==> src/sv/kpct_pkg.sv <==
package kpct_pkg;

  // Table geometry
  localparam int BUCKET_BITS = 10;
  localparam int WAYS        = 4;
  localparam int NUM_SLOTS   = (1 << BUCKET_BITS) * WAYS;
  localparam int SLOT_W      = $clog2(NUM_SLOTS);
  localparam int WCNT_W      = $clog2(WAYS + 1);

  // Field widths
  localparam int ID_W      = 22;
  localparam int CNT_W     = 32;
  localparam int IDX_W     = 12;
  localparam int IDX_EXT_W = (SLOT_W + 1 > IDX_W) ? SLOT_W + 1 : IDX_W;

  localparam logic [CNT_W-1:0] CNT_MAX = '1;

  typedef enum logic [1:0] {
    ACT_SENT = 2'd0,
    ACT_RECV = 2'd1,
    ACT_READ = 2'd2,
    ACT_NONE = 2'd3
  } action_e;

  // One table entry
  typedef struct packed {
    logic             used;
    logic [ID_W-1:0]  owner;
    logic [CNT_W-1:0] sent;
    logic [CNT_W-1:0] recv;
  } entry_t;

  // Table port request from the sequencer
  typedef struct packed {
    logic              rd_en;
    logic [SLOT_W-1:0] rd_addr;
    logic              wr_en;
    logic [SLOT_W-1:0] wr_addr;
    entry_t            wr_data;
  } mem_req_t;

  // One result beat
  typedef struct packed {
    logic             hit;
    logic             dropped;
    logic             slot_valid;
    logic [ID_W-1:0]  owner_id;
    logic [CNT_W-1:0] sent_total;
    logic [CNT_W-1:0] recv_total;
  } res_t;

endpackage

==> src/sv/kpct_unit.sv <==
module kpct_unit (
  input  kpct_pkg::entry_t              entry_i,
  input  logic [kpct_pkg::ID_W-1:0]     id_i,
  input  logic [kpct_pkg::CNT_W-1:0]    cnt_i,
  output logic                          match_o,
  output logic [kpct_pkg::CNT_W-1:0]    inc_o
);
  import kpct_pkg::*;

  // Key compare, used while walking the ways
  assign match_o = entry_i.used && (entry_i.owner == id_i);

  // Saturating increment, used on the update
  assign inc_o = (cnt_i == CNT_MAX) ? cnt_i : cnt_i + CNT_W'(1);

endmodule

==> src/sv/kpct_ctrl.sv <==
module kpct_ctrl (
  input  logic                       clk_i,
  input  logic                       rst_ni,
  input  logic                       in_valid_i,
  output logic                       in_ready_o,
  input  logic [1:0]                 action_i,
  input  logic [kpct_pkg::ID_W-1:0]  proc_id_i,
  input  logic [kpct_pkg::IDX_W-1:0] slot_index_i,
  output kpct_pkg::mem_req_t         req_o,
  input  kpct_pkg::entry_t           rdata_i,
  output logic                       res_valid_o,
  input  logic                       res_take_i,
  output kpct_pkg::res_t             res_o
);
  import kpct_pkg::*;

  typedef enum logic [6:0] {
    S_CLEAR  = 7'b0000001,
    S_IDLE   = 7'b0000010,
    S_SCAN   = 7'b0000100,
    S_UPDATE = 7'b0001000,
    S_RDREQ  = 7'b0010000,
    S_RDCHK  = 7'b0100000,
    S_DONE   = 7'b1000000
  } state_e;

  state_e              state_q, state_d;
  logic [SLOT_W-1:0]   clr_q, clr_d;
  logic [WCNT_W-1:0]   way_q, way_d;
  logic                chk_q, chk_d;
  logic                chk_last_q, chk_last_d;
  logic                found_q, found_d;
  logic                free_q, free_d;

  action_e             act_q, act_d;
  logic [ID_W-1:0]     id_q, id_d;
  logic [SLOT_W-1:0]   idx_q, idx_d;
  logic [SLOT_W-1:0]   chk_addr_q, chk_addr_d;
  logic [SLOT_W-1:0]   tgt_addr_q, tgt_addr_d;
  logic [SLOT_W-1:0]   free_addr_q, free_addr_d;
  entry_t              cur_q, cur_d;
  res_t                res_q, res_d;

  logic [IDX_EXT_W-1:0] idx_ext;
  logic                 idx_ok;
  logic [SLOT_W-1:0]    way_addr;
  logic                 way_left;
  logic                 match;
  logic [CNT_W-1:0]     cnt_sel;
  logic [CNT_W-1:0]     cnt_inc;
  entry_t               new_ent;

  // Slot index range check on the incoming beat
  assign idx_ext = IDX_EXT_W'(slot_index_i);
  assign idx_ok  = idx_ext < IDX_EXT_W'(NUM_SLOTS);

  // Address of the way being issued
  assign way_addr = SLOT_W'(SLOT_W'(id_q[BUCKET_BITS-1:0]) * SLOT_W'(WAYS)
                    + SLOT_W'(way_q));
  assign way_left = way_q < WCNT_W'(WAYS);

  // Counter feeding the incrementer: zero for a freshly claimed slot
  always_comb begin
    if (!found_q) begin
      cnt_sel = '0;
    end else if (act_q == ACT_SENT) begin
      cnt_sel = cur_q.sent;
    end else begin
      cnt_sel = cur_q.recv;
    end
  end

  kpct_unit u_unit (
    .entry_i (rdata_i),
    .id_i    (id_q),
    .cnt_i   (cnt_sel),
    .match_o (match),
    .inc_o   (cnt_inc)
  );

  // Entry written back on a counted event
  always_comb begin
    new_ent = found_q ? cur_q : '0;
    new_ent.used  = 1'b1;
    new_ent.owner = id_q;
    if (act_q == ACT_SENT) begin
      new_ent.sent = cnt_inc;
    end else begin
      new_ent.recv = cnt_inc;
    end
  end

  // Sequencer
  always_comb begin
    state_d     = state_q;
    clr_d       = clr_q;
    way_d       = way_q;
    chk_d       = 1'b0;
    chk_last_d  = chk_last_q;
    found_d     = found_q;
    free_d      = free_q;
    act_d       = act_q;
    id_d        = id_q;
    idx_d       = idx_q;
    chk_addr_d  = chk_addr_q;
    tgt_addr_d  = tgt_addr_q;
    free_addr_d = free_addr_q;
    cur_d       = cur_q;
    res_d       = res_q;
    req_o       = '0;

    unique case (state_q)
      S_CLEAR: begin
        req_o.wr_en   = 1'b1;
        req_o.wr_addr = clr_q;
        clr_d         = clr_q + SLOT_W'(1);
        if (clr_q == SLOT_W'(NUM_SLOTS - 1)) begin
          state_d = S_IDLE;
        end
      end

      S_IDLE: begin
        if (in_valid_i) begin
          act_d   = action_e'(action_i);
          id_d    = proc_id_i;
          idx_d   = idx_ext[SLOT_W-1:0];
          res_d   = '0;
          way_d   = '0;
          found_d = 1'b0;
          free_d  = 1'b0;
          unique case (action_e'(action_i))
            ACT_SENT, ACT_RECV: state_d = S_SCAN;
            ACT_READ:           state_d = idx_ok ? S_RDREQ : S_DONE;
            default:            state_d = S_DONE;
          endcase
        end
      end

      // Issue one way per cycle, check the previous one
      S_SCAN: begin
        req_o.rd_en   = way_left;
        req_o.rd_addr = way_addr;
        if (way_left) begin
          chk_d      = 1'b1;
          chk_addr_d = way_addr;
          chk_last_d = (way_q == WCNT_W'(WAYS - 1));
          way_d      = way_q + WCNT_W'(1);
        end
        if (chk_q) begin
          if (match && !found_q) begin
            found_d    = 1'b1;
            tgt_addr_d = chk_addr_q;
            cur_d      = rdata_i;
          end else if (!rdata_i.used && !free_q) begin
            free_d      = 1'b1;
            free_addr_d = chk_addr_q;
          end
          if (chk_last_q) begin
            state_d = S_UPDATE;
          end
        end
      end

      S_UPDATE: begin
        req_o.wr_data = new_ent;
        if (found_q) begin
          res_d.hit     = 1'b1;
          req_o.wr_en   = 1'b1;
          req_o.wr_addr = tgt_addr_q;
        end else if (free_q) begin
          req_o.wr_en   = 1'b1;
          req_o.wr_addr = free_addr_q;
        end else begin
          res_d.dropped = 1'b1;
        end
        state_d = S_DONE;
      end

      S_RDREQ: begin
        req_o.rd_en   = 1'b1;
        req_o.rd_addr = idx_q;
        state_d       = S_RDCHK;
      end

      // Read out and clear the slot
      S_RDCHK: begin
        req_o.wr_addr = idx_q;
        if (rdata_i.used) begin
          res_d.slot_valid = 1'b1;
          res_d.owner_id   = rdata_i.owner;
          res_d.sent_total = rdata_i.sent;
          res_d.recv_total = rdata_i.recv;
          req_o.wr_en      = 1'b1;
        end
        state_d = S_DONE;
      end

      S_DONE: begin
        if (res_take_i) begin
          state_d = S_IDLE;
        end
      end

      default: begin
        state_d = S_IDLE;
      end
    endcase
  end

  // Control state
  always_ff @(posedge clk_i or negedge rst_ni) begin
    if (!rst_ni) begin
      state_q    <= S_CLEAR;
      clr_q      <= '0;
      way_q      <= '0;
      chk_q      <= 1'b0;
      chk_last_q <= 1'b0;
      found_q    <= 1'b0;
      free_q     <= 1'b0;
    end else begin
      state_q    <= state_d;
      clr_q      <= clr_d;
      way_q      <= way_d;
      chk_q      <= chk_d;
      chk_last_q <= chk_last_d;
      found_q    <= found_d;
      free_q     <= free_d;
    end
  end

  // Payload
  always_ff @(posedge clk_i) begin
    act_q       <= act_d;
    id_q        <= id_d;
    idx_q       <= idx_d;
    chk_addr_q  <= chk_addr_d;
    tgt_addr_q  <= tgt_addr_d;
    free_addr_q <= free_addr_d;
    cur_q       <= cur_d;
    res_q       <= res_d;
  end

  assign in_ready_o  = (state_q == S_IDLE);
  assign res_valid_o = (state_q == S_DONE);
  assign res_o       = res_q;

endmodule
==> config.mk <==
export PLATFORM = sky130hd
export DESIGN_NAME = kpct_ctrl
export DESIGN_NICKNAME = d
export VERILOG_FILES = /design/src/sv/kpct_pkg.sv /design/src/sv/kpct_unit.sv /design/src/sv/kpct_ctrl.sv
export SDC_FILE = /design/constraint.sdc
export NUM_CORES = 1
export LEC_CHECK = 0
export ABC_AREA = 1
export BUFFER_PORTS_ARGS = -buffer_cell sky130_fd_sc_hd__clkbuf_2
export CAP_MARGIN = 20
export CELL_PAD_IN_SITES_DETAIL_PLACEMENT = 0
export CELL_PAD_IN_SITES_GLOBAL_PLACEMENT = 2
export CORE_UTILIZATION = 34
export CTS_CLUSTER_SIZE = 20
export DETAILED_ROUTE_END_ITERATION = 12
export PLACE_DENSITY_LB_ADDON = 0.1
export SYNTH_ARGS = -nofsm -noshare
export SYNTH_HDL_FRONTEND = slang
export SYNTH_SLANG_ARGS = --single-unit
==> constraint.sdc <==
create_clock -name clk_i -period 18.4 [get_ports clk_i]
set_input_delay 2.76 -clock clk_i [delete_from_list [all_inputs] [get_ports clk_i]]
set_output_delay 2.76 -clock clk_i [all_outputs]
set_load 0.05 [all_outputs]
==> results of run 1 <==
[layout by cell type (no fill, tap or decap), drive strengths merged, types with 6 or more instances in the layout]
cell type	instances
xor2	29
o22ai	11
a21boi	7
nand2	441
edfxtp	225
o21ai	49
nand4	20
dfrtp	25
ha	6
clkinv	10
inv	287
nand3	119
clkbuf	368
nor3	11
nor2	217
o2111ai	10
buf	14
nor4	14
xnor2	10
[stage by stage]
stage               total power, mW  hold WS (ns)
detailed placement             1.76         0.429
global placement               1.76         0.423
finish                         2.27         0.436
global route                   2.37         0.446
floorplan                      1.53         0.421
CTS                            2.29         0.440
[area by class of cell]
class / instances / area (um2) / share of cell area
Sequential cell: 251 / 7410 / 0.455
Multi-Input combinational cell: 964 / 4530 / 0.278
Timing Repair Buffer: 344 / 1760 / 0.108
Inverter: 289 / 1080 / 0.0666
Clock buffer: 38 / 738 / 0.0453
Tap cell: 518 / 648 / 0.0398
Clock inverter: 10 / 110 / 0.00676
Antenna cell: 1 / 2.50 / 0.000154
[sequential cells by signal, summed over array words and instances, names as in the netlist]
signal       flops
way_q            3
chk_q            1
state_q          7
chk_addr_q      12
found_q          1
clr_q           12
free_q           1
cur_q           64
idx_q           12
tgt_addr_q      12
act_q            2
chk_last_q       1
res_o           89
free_addr_q     12
id_q            22
[Yosys cell counts (2+ instances only)]
library cell                number  area (um2)
sky130_fd_sc_hd__a21boi_1        6        45.0
sky130_fd_sc_hd__a21oi_1         5        25.0
sky130_fd_sc_hd__a22oi_1         5        37.5
sky130_fd_sc_hd__buf_1           8        30.0
sky130_fd_sc_hd__buf_2          14        70.1
sky130_fd_sc_hd__buf_6           9         101
sky130_fd_sc_hd__clkbuf_1       22        82.6
sky130_fd_sc_hd__clkinv_1        2        7.51
sky130_fd_sc_hd__dfrtp_1        25         626
sky130_fd_sc_hd__edfxtp_1      225        6760
sky130_fd_sc_hd__ha_1            6        75.1
sky130_fd_sc_hd__inv_1         284        1070
sky130_fd_sc_hd__inv_2           3        11.3
sky130_fd_sc_hd__nand2_1       430        1610
sky130_fd_sc_hd__nand2_2        10        62.6
sky130_fd_sc_hd__nand3_1       109         546
sky130_fd_sc_hd__nand3_2        10         100
sky130_fd_sc_hd__nand4_1        20         125
sky130_fd_sc_hd__nor2_1        205         769
sky130_fd_sc_hd__nor2_2          8        50.1
sky130_fd_sc_hd__nor2_4          3        33.8
sky130_fd_sc_hd__nor3_1         11        55.1
sky130_fd_sc_hd__nor3b_1         3        22.5
sky130_fd_sc_hd__nor4_1         12        75.1
sky130_fd_sc_hd__nor4_2          2        25.0
sky130_fd_sc_hd__o2111ai_1      10        87.6
sky130_fd_sc_hd__o21ai_0        43         215
sky130_fd_sc_hd__o21ai_1         5        25.0
sky130_fd_sc_hd__o22ai_1        11        68.8
sky130_fd_sc_hd__xnor2_1        10        87.6
sky130_fd_sc_hd__xor2_1         29         254
[kinds of logic (layout without fill, tap and decap cells)]
family	after synthesis	count (layout)	synth area share
fa+ha+maj	6	6	0.00565
mux	1	1	0.000753
flops	251	251	0.558
other cells	0	1	0
compound gates	91	91	0.0417
buf+inv	343	681	0.104
xor+xnor	39	39	0.0257
simple gates	827	827	0.265
[worst register-to-register path, stage by stage, from the launching register on]
cell	delay, ns
sky130_fd_sc_hd__dfrtp_1	0.40
sky130_fd_sc_hd__nor2_1	0.13
sky130_fd_sc_hd__nand2_1	0.12
sky130_fd_sc_hd__nor4_2	0.19
sky130_fd_sc_hd__buf_4	0.25
sky130_fd_sc_hd__inv_1	0.25
sky130_fd_sc_hd__nor3_2	0.90
sky130_fd_sc_hd__buf_4	0.84
[layer usage]
metal,up-vias,global-route usage
met1,5323,0.299
met4,0,0.0506
met3,48,0.0464
met5,-,0
met2,312,0.383
li1,5585,-
[worst paths after layout]
check	slack, ns	from	depth (start not counted)	endpoint
min in group asynchronous	2.26	rst_ni	1	way_q[1]
max in group asynchronous	15.63	rst_ni	1	found_q
setup / recovery	10.64	act_q[0]	18	req_o[5]
hold reg to reg	0.44	chk_addr_q[0]	0	free_addr_q[0]
hold / removal	0.44	chk_addr_q[0]	0	free_addr_q[0]
setup reg to reg	14.90	state_q[5]	7	cur_q[28]
[power breakdown]
| group | switching (mW) | internal [mW] |
|---|---|---|
| Combinational | 0.719 | 0.146 |
| Sequential | 0.0531 | 0.820 |
| Clock | 0.222 | 0.307 |
==> flow_summary.rst, run 1 <==
.. list-table::
   :header-rows: 1

   * - Metric
     - Value
   * - Mean instance size in the synthesized netlist
     - between 8 and 9 um2
   * - Area added between synthesis and finish
     - 22.5%
   * - Port buffer count
     - between 300 and 400
   * - Bufs and invs on worst path
     - 5
   * - Total die area
     - 0.0399 mm2
   * - Flip-flop and latch count after synthesis
     - roughly 250
   * - Final layout net count
     - approximately 2,000
   * - Cell seen most often among critical-path stages
     - sky130_fd_sc_hd__nand2_1
   * - Net count after synthesis
     - between 1,500 and 2,000
   * - Top sig layer
     - met4
   * - Max-capacitance violation count
     - 0
   * - Die outline width
     - 200 um
   * - Wire length on met2
     - roughly 22 mm
   * - Number of clock sinks seen by CTS
     - around 250
   * - ANT nets after route
     - 0
   * - Max FO, Critical Path
     - 60
   * - Power density relative to cell area
     - around 140 mW/mm2
   * - Drt total wl
     - between 40 and 50 mm
   * - Worst-case clock skew
     - 0.00852 ns
   * - Post-synth cell types
     - 44
   * - Post-CTS Resized
     - 0
   * - Endpoint required time on the critical path
     - between 15 and 20 ns
   * - Antenna violations before repair
     - 2
   * - Hold Violations, Final
     - 0
   * - Fin cells
     - 2,415
   * - H-Tree Level Count
     - 1
   * - Number of fill cells
     - 4,067
   * - Core Area
     - between 0.03 and 0.04 mm2
   * - Detailed-routing iteration count for the pre-antenna-repair pass
     - 5
   * - Final setup vio count
     - 0
   * - Worst Setup Slack, final
     - ~11 ns
   * - Yosys synthesis warning count
     - 0
   * - Transition at the pin with the smallest max-transition slack
     - ~1.1 ns
   * - Violation count after the first detailed-route iteration
     - between 600 and 700
   * - DRC Markers
     - 0
   * - Total routing resource utilization after global routing
     - 0.227
   * - Total routed wire length on the met1 layer
     - ~20 mm
   * - Relative slew margins
     - 0.289
   * - Detailed-route vias per instance
     - 4.67
   * - Fin crit share
     - 0.422
   * - Worst skew pair latency
     - ~0.55 ns
   * - First-pass GRT wire length
     - 67.2 mm
   * - Number of top-level design ports
     - 331
   * - Cell area after technology mapping
     - 0.0133 mm2
   * - Unrepaired setup endpoints after global routing
     - false
   * - Master of the slowest instance on the critical path
     - sky130_fd_sc_hd__nand2_2
   * - Setup slack at placement
     - ~11 ns
   * - Starting Density
     - 0.345
   * - Count of standard-cell rows
     - between 70 and 80
   * - Synth Instances
     - ~1,600
   * - Crit path kind
     - register to primary output
   * - Number of instances in the placed design
     - roughly 2,400
   * - Result of the run
     - finished clean
   * - Via count of the first global-routing pass
     - roughly 11,000
   * - Finished layout cell area
     - 0.0163 mm2
   * - Routed WL per cell
     - approximately 19 um
   * - Kind of end point of the critical path
     - primary output
   * - Height of the die
     - about 200 um
   * - Half-perimeter wire length after placement
     - approximately 35 mm
   * - Post-route minimum period
     - just under 8 ns
   * - Kind of start point of the critical path
     - register
   * - Pin count of the biggest net entering global routing
     - 70
   * - Most used DFF post-synth
     - sky130_fd_sc_hd__edfxtp_1
   * - Clock tree root driver cell
     - sky130_fd_sc_hd__clkbuf_16
   * - Number of vias in the routed layout
     - 11,268
   * - Core utilization of the finished layout
     - 0.422
   * - GR Overflow Total
     - 0
   * - Number of pins exceeding their max-slew limit in the final report
     - 0
   * - Total CTS buffers
     - 28
   * - Share of synthesized flip-flops with an asynchronous set or reset
     - 0.104
   * - Sum Neg Setup Slack
     - 0 ns
   * - Worst endpoint data arrival time
     - 5.00 ns
   * - EDFF count, synth
     - approximately 230
   * - Final weighted congestion in routability-driven placement
     - ~0.88
   * - Clock input transition at the sequential cells of the worst setup and hold paths
     - about 0.060 ns
   * - CTS tree
     - done
   * - Maximum resistive drop on vdd
     - around 0.084 mV
   * - Achievable clock frequency
     - 129 MHz
   * - Post CTS Setup Buffer Count
     - 0
   * - Post-Place Cell Area
     - ~0.015 mm2
   * - Hold crit path type
     - register to register
   * - Hold buffer count at cts
     - 0
   * - Largest buffer count on any clock path
     - 3
   * - Largest delay share family, worst path
     - simple AND/OR/NAND/NOR gates
   * - Part of the Yosys area used for sequential elements
     - 0.558
   * - Fraction of final layout cells with drive strength greater than 1
     - 0.224
   * - Max incr delay on CP
     - slightly above 0.6 ns
   * - Leakage dissipation
     - roughly 8 nW
   * - Wire length on met3
     - between 2 and 3 mm
   * - Crit-path cells
     - inv_2 > nand2_4 > nand2_1 > nand2_1 > nand2_1 > inv_1 > ha_1 > nand3_1 > nor2_2 > nand2_2 > nor2_8 > nand2_2 > inv_1 > nor2_1 > nand2_1 > nand2_1 > inv_1 > clkbuf_2
(Power assumes the default switching activity.)
==> inputs of run 2 (changes only) <==
- CORE_UTILIZATION: 34 -> 31
- clock period: 18.4 -> 7.5 ns (I/O delays scaled with it)
==> run 2 against run 1 <==
Effect of this change:
- first-iteration DRC count grew 15%
- non-clock buffer count grew 1
- sequential share of layout area shrank 0.45 points
- die area grew 9.6%
- combinational power grew 150%
- clock skew grew 0.0028 ns
- register-to-register slack lost 11 ns
- highest routed layer is now met5
==> flow_summary.rst, run 2 (synthesis results as in run 1) <==
.. list-table::
   :header-rows: 1

   * - Metric
     - Value
   * - Endpoint required time on the critical path
     - 6.38 ns (was 15.64 ns)
   * - Number of vias in the routed layout
     - 11,289 (was 11,268)
   * - ANT nets after route
     - 0 (unchanged)
   * - Commonest cells after routing, fill and taps aside
     - sky130_fd_sc_hd__nand2_1 (430), sky130_fd_sc_hd__clkbuf_2 (330), sky130_fd_sc_hd__inv_1 (284) (unchanged)
   * - Half-perimeter wire length after placement
     - 37.0 mm (was 35.0 mm)
   * - Number of pins exceeding their max-slew limit in the final report
     - 0 (unchanged)
   * - Total CTS buffers
     - 29 (was 28)
   * - First-pass GRT wire length
     - 71.2 mm (was 67.2 mm)
   * - Via count of the first global-routing pass
     - 11,317 (was 11,119)
   * - Worst skew pair latency
     - 0.58 ns (was 0.55 ns)
   * - Clock input transition at the sequential cells of the worst setup and hold paths
     - 0.06 ns (about the same)
   * - Detailed-route vias per instance
     - 4.62 (was 4.67)
   * - Antenna violations before repair
     - 4 (was 2)
   * - Post-CTS Resized
     - 0 (unchanged)
   * - Number of fill cells
     - 4,473 (was 4,067)
   * - Master of the slowest instance on the critical path
     - sky130_fd_sc_hd__nor2_4 (was sky130_fd_sc_hd__nand2_2)
   * - Worst Setup Slack, final
     - 2.01 ns (was 10.64 ns)
   * - Number of top-level design ports
     - 331 (unchanged)
   * - Hold buffer count at cts
     - 0 (unchanged)
   * - Cell seen most often among critical-path stages
     - sky130_fd_sc_hd__nand2_1 (unchanged)
   * - Total routing resource utilization after global routing
     - 0.217 (was 0.227)
   * - Drt total wl
     - 47.9 mm (was 45.1 mm)
   * - Achievable clock frequency
     - ~180 MHz
   * - GR Overflow Total
     - 0 (unchanged)
   * - Combinational power share
     - 0.375 (was 0.382)
   * - Violation count after the first detailed-route iteration
     - 702 (was 612)
   * - Count of standard-cell rows
     - 75 (was 72)
   * - Transition at the pin with the smallest max-transition slack
     - 0.957 ns (was 1.06 ns)
   * - Largest buffer count on any clock path
     - 3 (unchanged)
   * - Leakage dissipation
     - 8.31 nW (was 8.23 nW)
   * - Max-capacitance violation count
     - 0 (unchanged)
   * - Final weighted congestion in routability-driven placement
     - 0.932 (was 0.879)
   * - Number of instances in the placed design
     - 2,388 (was 2,366)
   * - Sequential share of power
     - 0.374 (was 0.385)
   * - Worst endpoint data arrival time
     - 4.36 ns (was 5.00 ns)
   * - Bufs and invs on worst path
     - 4 (was 5)
   * - Pin count of the biggest net entering global routing
     - 69 (was 70)
   * - Area of all sequential standard cells
     - 0.00741 mm2 (unchanged)
   * - Sum Neg Setup Slack
     - 0 ns (unchanged)
   * - Kind of end point of the critical path
     - primary output (unchanged)
   * - Most common library cell in the layout ignoring fill and taps
     - sky130_fd_sc_hd__nand2_1 (unchanged)
   * - Total die area
     - 0.0437 mm2 (was 0.0399 mm2)
   * - H-Tree Level Count
     - 1 (unchanged)
   * - Core Area
     - 0.0421 mm2 (was 0.0386 mm2)
   * - Fin crit share
     - 0.731
   * - Fin cells
     - 2,442 (was 2,415)
   * - Detailed-routing iteration count for the pre-antenna-repair pass
     - 5 (unchanged)
   * - Fraction of final layout cells with drive strength greater than 1
     - 0.230 (was 0.224)
   * - Setup slack at placement
     - 2.56 ns (was 11.17 ns)
   * - Hold crit path type
     - register to register (unchanged)
   * - Crit-path cells
     - nor2_4 > buf_12 > nand2_1 > nand2_1 > nor2_4 > ha_1 > nand3_1 > nor2_2 > nand2_2 > nor2_8 > nand2_2 > buf_4 > nand3_1 > nand2_1 > inv_1 > clkbuf_2 (was inv_2 > nand2_4 > nand2_1 > nand2_1 > nand2_1 > inv_1 > ha_1 > nand3_1 > nor2_2 > nand2_2 > nor2_8 > nand2_2 > inv_1 > nor2_1 > nand2_1 > nand2_1 > inv_1 > clkbuf_2)
   * - Height of the die
     - 209 um (was 200 um)
   * - Largest delay share family, worst path
     - simple AND/OR/NAND/NOR gates (unchanged)
   * - Hold Violations, Final
     - 0 (unchanged)
   * - Post-Place Cell Area
     - 0.0155 mm2 (was 0.0154 mm2)
   * - Die outline width
     - 209 um (was 200 um)
   * - Final setup vio count
     - 0 (unchanged)
   * - Final layout net count
     - 2,013 (was 2,011)
   * - Max incr delay on CP
     - 0.70 ns (was 0.61 ns)
   * - Finished layout cell area
     - 0.0164 mm2 (was 0.0163 mm2)
   * - Result of the run
     - finished clean (unchanged)
   * - Cell internal pwr
     - 3.20 mW (was 1.27 mW)
   * - Clock tree root driver cell
     - sky130_fd_sc_hd__clkbuf_16 (unchanged)
   * - CTS tree
     - done (unchanged)
   * - Starting Density
     - 0.315 (was 0.345)
   * - Net Switching
     - 2.50 mW (was 0.995 mW)
   * - Kind of start point of the critical path
     - register (unchanged)
   * - Routed WL per cell
     - 19.6 um (was 18.7 um)
   * - Unrepaired setup endpoints after global routing
     - false (unchanged)
   * - Port buffer count
     - 330 (unchanged)
   * - Crit path kind
     - register to primary output (unchanged)
   * - Power density relative to cell area
     - 347 mW/mm2 (was 139 mW/mm2)
   * - Fraction of power spent switching nets
     - 0.438 (was 0.439)
   * - Number of flip-flops under the largest register name
     - 89 (unchanged)
   * - Maximum resistive drop on vdd
     - 0.368 mV (was 0.0844 mV)
   * - Post-route minimum period
     - around 5.5 ns
   * - DRC Markers
     - 0 (unchanged)
   * - Number of antenna cells inserted
     - 0 (was 1)
   * - Relative slew margins
     - 0.362 (was 0.289)
   * - Area added between synthesis and finish
     - 23.8% (was 22.5%)
   * - Multi-input gate area in the final layout
     - 0.00455 mm2 (was 0.00453 mm2)
   * - Number of clock sinks seen by CTS
     - 251 (unchanged)
   * - Worst-case clock skew
     - 0.0113 ns (was 0.00852 ns)
   * - Portion of total power attributed to the clock network
     - 0.250 (was 0.234)
   * - Max FO, Critical Path
     - 46 (was 60)
   * - Post CTS Setup Buffer Count
     - 0 (unchanged)
run 2: cell types whose count changed in the layout (fill, tap and decap cells not counted), moves of 2 or more:
cell / change
sky130_fd_sc_hd__clkbuf_1: -6
sky130_fd_sc_hd__clkbuf_8: +2
sky130_fd_sc_hd__clkinv_1: +2
sky130_fd_sc_hd__clkinv_2: +4
sky130_fd_sc_hd__clkinvlp_4: +2
run 2: worst register-to-register path, delay by kind of cell, from the launching register on:
family	cells	cell delay, ns
buffers and inverters	2	1.10
AOI/OAI and AO/OA	1	0.75
DFF	1	0.40
and+or+nand+nor	4	0.79
run 2: area by class of cell:
| class | instances | area share |
|---|---|---|
| inverter | 289 | 0.0660 |
| clock inverter | 19 | 0.0113 |
| clock buffer | 35 | 0.0467 |
| multi-input combinational | 964 | 0.276 |
| timing repair buffer | 345 | 0.108 |
| sequential | 251 | 0.451 |
| tap | 539 | 0.0410 |
run 2: worst paths after layout:
kind	depth (start not counted)	startpoint	end	slack (ns)
setup / recovery	16	act_q[1]	req_o[47]	2.01
hold / removal	0	chk_addr_q[4]	tgt_addr_q[4]	0.45
setup reg to reg	7	state_q[3]	res_o[27]	3.97
hold reg to reg	0	chk_addr_q[4]	tgt_addr_q[4]	0.45
max in group asynchronous	1	rst_ni	found_q	6.37
min in group asynchronous	1	rst_ni	clr_q[7]	0.60
run 2: metal layers:
metal,GRT usage,wire length [um],vias to the layer above
met3,0.0493,2850,57
met4,0.0489,993,8
met1,0.273,20500,5329
met2,0.377,23500,288
li1,-,-,5607
met5,0,50,-
run 2: power groups by stage:
stage / combinational (mW) / sequential [mW] / clock [mW]
floorplan: 0.668 / 3.09 / 0
global placement: 2.18 / 2.15 / 0
detailed placement: 2.17 / 2.16 / 0
CTS: 2.17 / 2.14 / 1.47
global route: 2.26 / 2.17 / 1.52
finish: 2.14 / 2.14 / 1.43
run 2: metrics by stage:
step | util | power (mW) | hold slack (ns)
4_1_cts | 0.390 | 5.78 | 0.443
3_5_place_dp | 0.368 | 4.33 | 0.429
2_1_floorplan | - | 3.75 | 0.421
3_3_place_gp | 0.368 | 4.33 | 0.423
6_report | 0.390 | 5.70 | 0.447
5_1_grt | 0.390 | 5.95 | 0.447
==> inputs of run 3 (changes only) <==
- clock period: 7.5 -> 5.5 ns (I/O delays scaled with it)
==> run 3 against run 2 <==
Effect of this change:
- combinational power up 38%
- worst hold slack got worse by 0.15 ns
- critical path depth increased by 1
- non-clock buffer count grew 6
- via count up 0.97%
- sequential share of layout area down 0.14 points
- clock-buffer cell count is 4 higher
- register-to-register slack worse by 1.5 ns
- critical path type unchanged
==> flow_summary.rst, run 3 (synthesis results as in run 1) <==
.. list-table::
   :header-rows: 1

   * - Metric
     - Value
   * - Hold crit path type
     - primary input to async pin (was register to register)
   * - Post CTS Setup Buffer Count
     - 0 (unchanged)
   * - Number of flip-flops under the largest register name
     - 89 (unchanged)
   * - Most common library cell in the layout ignoring fill and taps
     - sky130_fd_sc_hd__nand2_1 (unchanged)
   * - Hold Violations, Final
     - 0 (unchanged)
   * - Finished layout cell area
     - 0.0165 mm2 (was 0.0164 mm2)
   * - Fraction of final layout cells with drive strength greater than 1
     - 0.232 (was 0.230)
   * - Crit Reg-Reg Startpoint
     - state_q[3] (unchanged)
   * - Commonest cells after routing, fill and taps aside
     - sky130_fd_sc_hd__nand2_1 (430), sky130_fd_sc_hd__clkbuf_2 (330), sky130_fd_sc_hd__inv_1 (284) (unchanged)
   * - Drt total wl
     - 48.7 mm (was 47.9 mm)
   * - Max incr delay on CP
     - 0.52 ns (was 0.70 ns)
   * - Total CTS buffers
     - 30 (was 29)
   * - Result of the run
     - finished clean (unchanged)
   * - Worst endpoint data arrival time
     - 4.11 ns (was 4.36 ns)
   * - Number of pins exceeding their max-slew limit in the final report
     - 0 (unchanged)
   * - Final weighted congestion in routability-driven placement
     - 0.901 (was 0.932)
   * - Clock input transition at the sequential cells of the worst setup and hold paths
     - 0.06 ns (about the same)
   * - Violation count after the first detailed-route iteration
     - 677 (was 702)
   * - DRC Markers
     - 0 (unchanged)
   * - Reg-to-reg slack, setup
     - 2.47 ns (was 3.97 ns)
   * - Detailed-routing iteration count for the pre-antenna-repair pass
     - 7 (was 5)
   * - Fin crit share
     - 0.898
   * - Total die area
     - 0.0437 mm2 (unchanged)
   * - Final layout net count
     - 2,020 (was 2,013)
   * - Height of the die
     - 209 um (unchanged)
   * - Largest delay share family, worst path
     - simple AND/OR/NAND/NOR gates (unchanged)
   * - Post-Place Cell Area
     - 0.0156 mm2 (was 0.0155 mm2)
   * - Port buffer count
     - 330 (unchanged)
   * - Maximum resistive drop on vdd
     - 0.347 mV (was 0.368 mV)
   * - Crit-path cells
     - nor2_4 > buf_4 > nand2_1 > nand2_1 > nand2_1 > inv_1 > ha_1 > nand3_1 > nor2_2 > nand2_2 > nor2_8 > nand2_2 > buf_4 > nand3_1 > nand2_1 > inv_1 > clkbuf_2 (was nor2_4 > buf_12 > nand2_1 > nand2_1 > nor2_4 > ha_1 > nand3_1 > nor2_2 > nand2_2 > nor2_8 > nand2_2 > buf_4 > nand3_1 > nand2_1 > inv_1 > clkbuf_2)
   * - Total routing resource utilization after global routing
     - 0.220 (was 0.217)
   * - CTS tree
     - done (unchanged)
   * - Master of the slowest instance on the critical path
     - sky130_fd_sc_hd__edfxtp_1 (was sky130_fd_sc_hd__nor2_4)
   * - Sum Neg Setup Slack
     - 0 ns (unchanged)
   * - Post-route minimum period
     - about 4.9 ns
   * - Final setup vio count
     - 0 (unchanged)
   * - Max FO, Critical Path
     - 26 (was 46)
   * - Kind of start point of the critical path
     - register (unchanged)
   * - Unrepaired setup endpoints after global routing
     - false (unchanged)
   * - Number of antenna cells inserted
     - 0 (unchanged)
   * - Count of standard-cell rows
     - 75 (unchanged)
   * - Core Area
     - 0.0421 mm2 (unchanged)
   * - Achievable clock frequency
     - just over 200 MHz
   * - Power density relative to cell area
     - 471 mW/mm2 (was 347 mW/mm2)
   * - Detailed-route vias per instance
     - 4.65 (was 4.62)
   * - Post-CTS Resized
     - 0 (unchanged)
   * - H-Tree Level Count
     - 1 (unchanged)
   * - GR Overflow Total
     - 0 (unchanged)
   * - Half-perimeter wire length after placement
     - 38.1 mm (was 37.0 mm)
   * - Routed WL per cell
     - 19.9 um (was 19.6 um)
   * - Relative slew margins
     - 0.356 (was 0.362)
   * - Max-capacitance violation count
     - 0 (unchanged)
   * - Via count of the first global-routing pass
     - 11,413 (was 11,317)
   * - Area added between synthesis and finish
     - 24.2% (was 23.8%)
   * - First-pass GRT wire length
     - 71.2 mm (about the same)
   * - Cell seen most often among critical-path stages
     - sky130_fd_sc_hd__nand2_1 (unchanged)
   * - Number of vias in the routed layout
     - 11,399 (was 11,289)
   * - Hold buffer count at cts
     - 0 (unchanged)
   * - Total chip power
     - 7.78 mW (was 5.70 mW)
   * - Starting Density
     - 0.315 (unchanged)
   * - Largest buffer count on any clock path
     - 3 (unchanged)
   * - Worst skew pair latency
     - 0.58 ns (about the same)
   * - Critical register-to-register path endpoint
     - res_o[77] (was res_o[27])
   * - Pin count of the biggest net entering global routing
     - 77 (was 69)
   * - Leakage dissipation
     - 8.33 nW (was 8.31 nW)
   * - Number of top-level design ports
     - 331 (unchanged)
   * - Endpoint required time on the critical path
     - 4.68 ns (was 6.38 ns)
   * - Bufs and invs on worst path
     - 5 (was 4)
   * - Cell count of the worst reg-to-reg path
     - 7 (unchanged)
   * - Transition at the pin with the smallest max-transition slack
     - 0.958 ns (was 0.957 ns)
   * - Die outline width
     - 209 um (unchanged)
   * - Cell count along the critical path
     - 17 (was 16)
   * - Worst-case clock skew
     - 0.0179 ns (was 0.0113 ns)
   * - Kind of end point of the critical path
     - primary output (unchanged)
   * - Crit path kind
     - register to primary output (unchanged)
   * - Number of clock sinks seen by CTS
     - 251 (unchanged)
   * - Post-Route Hold Slack
     - 0.296 ns (was 0.447 ns)
   * - Antenna violations before repair
     - 4 (unchanged)
   * - Clock tree root driver cell
     - sky130_fd_sc_hd__clkbuf_16 (unchanged)
   * - ANT nets after route
     - 0 (unchanged)
[run 3: how the worst max path moves through the flow]
stage / from / to / slack (ns)
2_1_floorplan: rdata_i[67] / cur_q[0] / 0.59
3_3_place_gp: act_q[1] / req_o[35] / 1.22
3_5_place_dp: act_q[1] / req_o[47] / 1.14
4_1_cts: act_q[1] / req_o[47] / 0.53
5_1_grt: act_q[1] / req_o[47] / 0.18
6_report: act_q[1] / req_o[47] / 0.56
[run 3: final cells by class]
| class | count | area [um2] |
|---|---|---|
| Fill cell | 4400 | 25600 |
| Multi-Input combinational cell | 964 | 4550 |
| Sequential cell | 251 | 7410 |
| Timing Repair Buffer | 351 | 1840 |
| Clock buffer | 39 | 805 |
| Tap cell | 539 | 674 |
| Clock inverter | 17 | 135 |
| Inverter | 289 | 1080 |
[run 3: metrics by stage]
stage | utilization | instances | worst slack (ns)
floorplan | - | 1558 | 0.590
global placement | 0.369 | 2393 | 1.22
detailed placement | 0.369 | 2394 | 1.14
CTS | 0.392 | 2450 | 0.529
global route | 0.392 | 2450 | 0.175
finish | 0.392 | 2450 | 0.563
[run 3: power breakdown]
part / switching [mW] / internal, mW / leakage (nW)
registers: 0.179 / 2.74 / 2.47
clock network: 0.820 / 1.08 / 0.461
logic: 2.44 / 0.517 / 5.40
[run 3: routing by layer]
metal	wire length, um	up-vias	global-route usage
li1	-	5618	-
met1	20600	5396	0.276
met2	24200	316	0.385
met3	2900	63	0.0487
met4	981	6	0.0510
met5	42	-	0
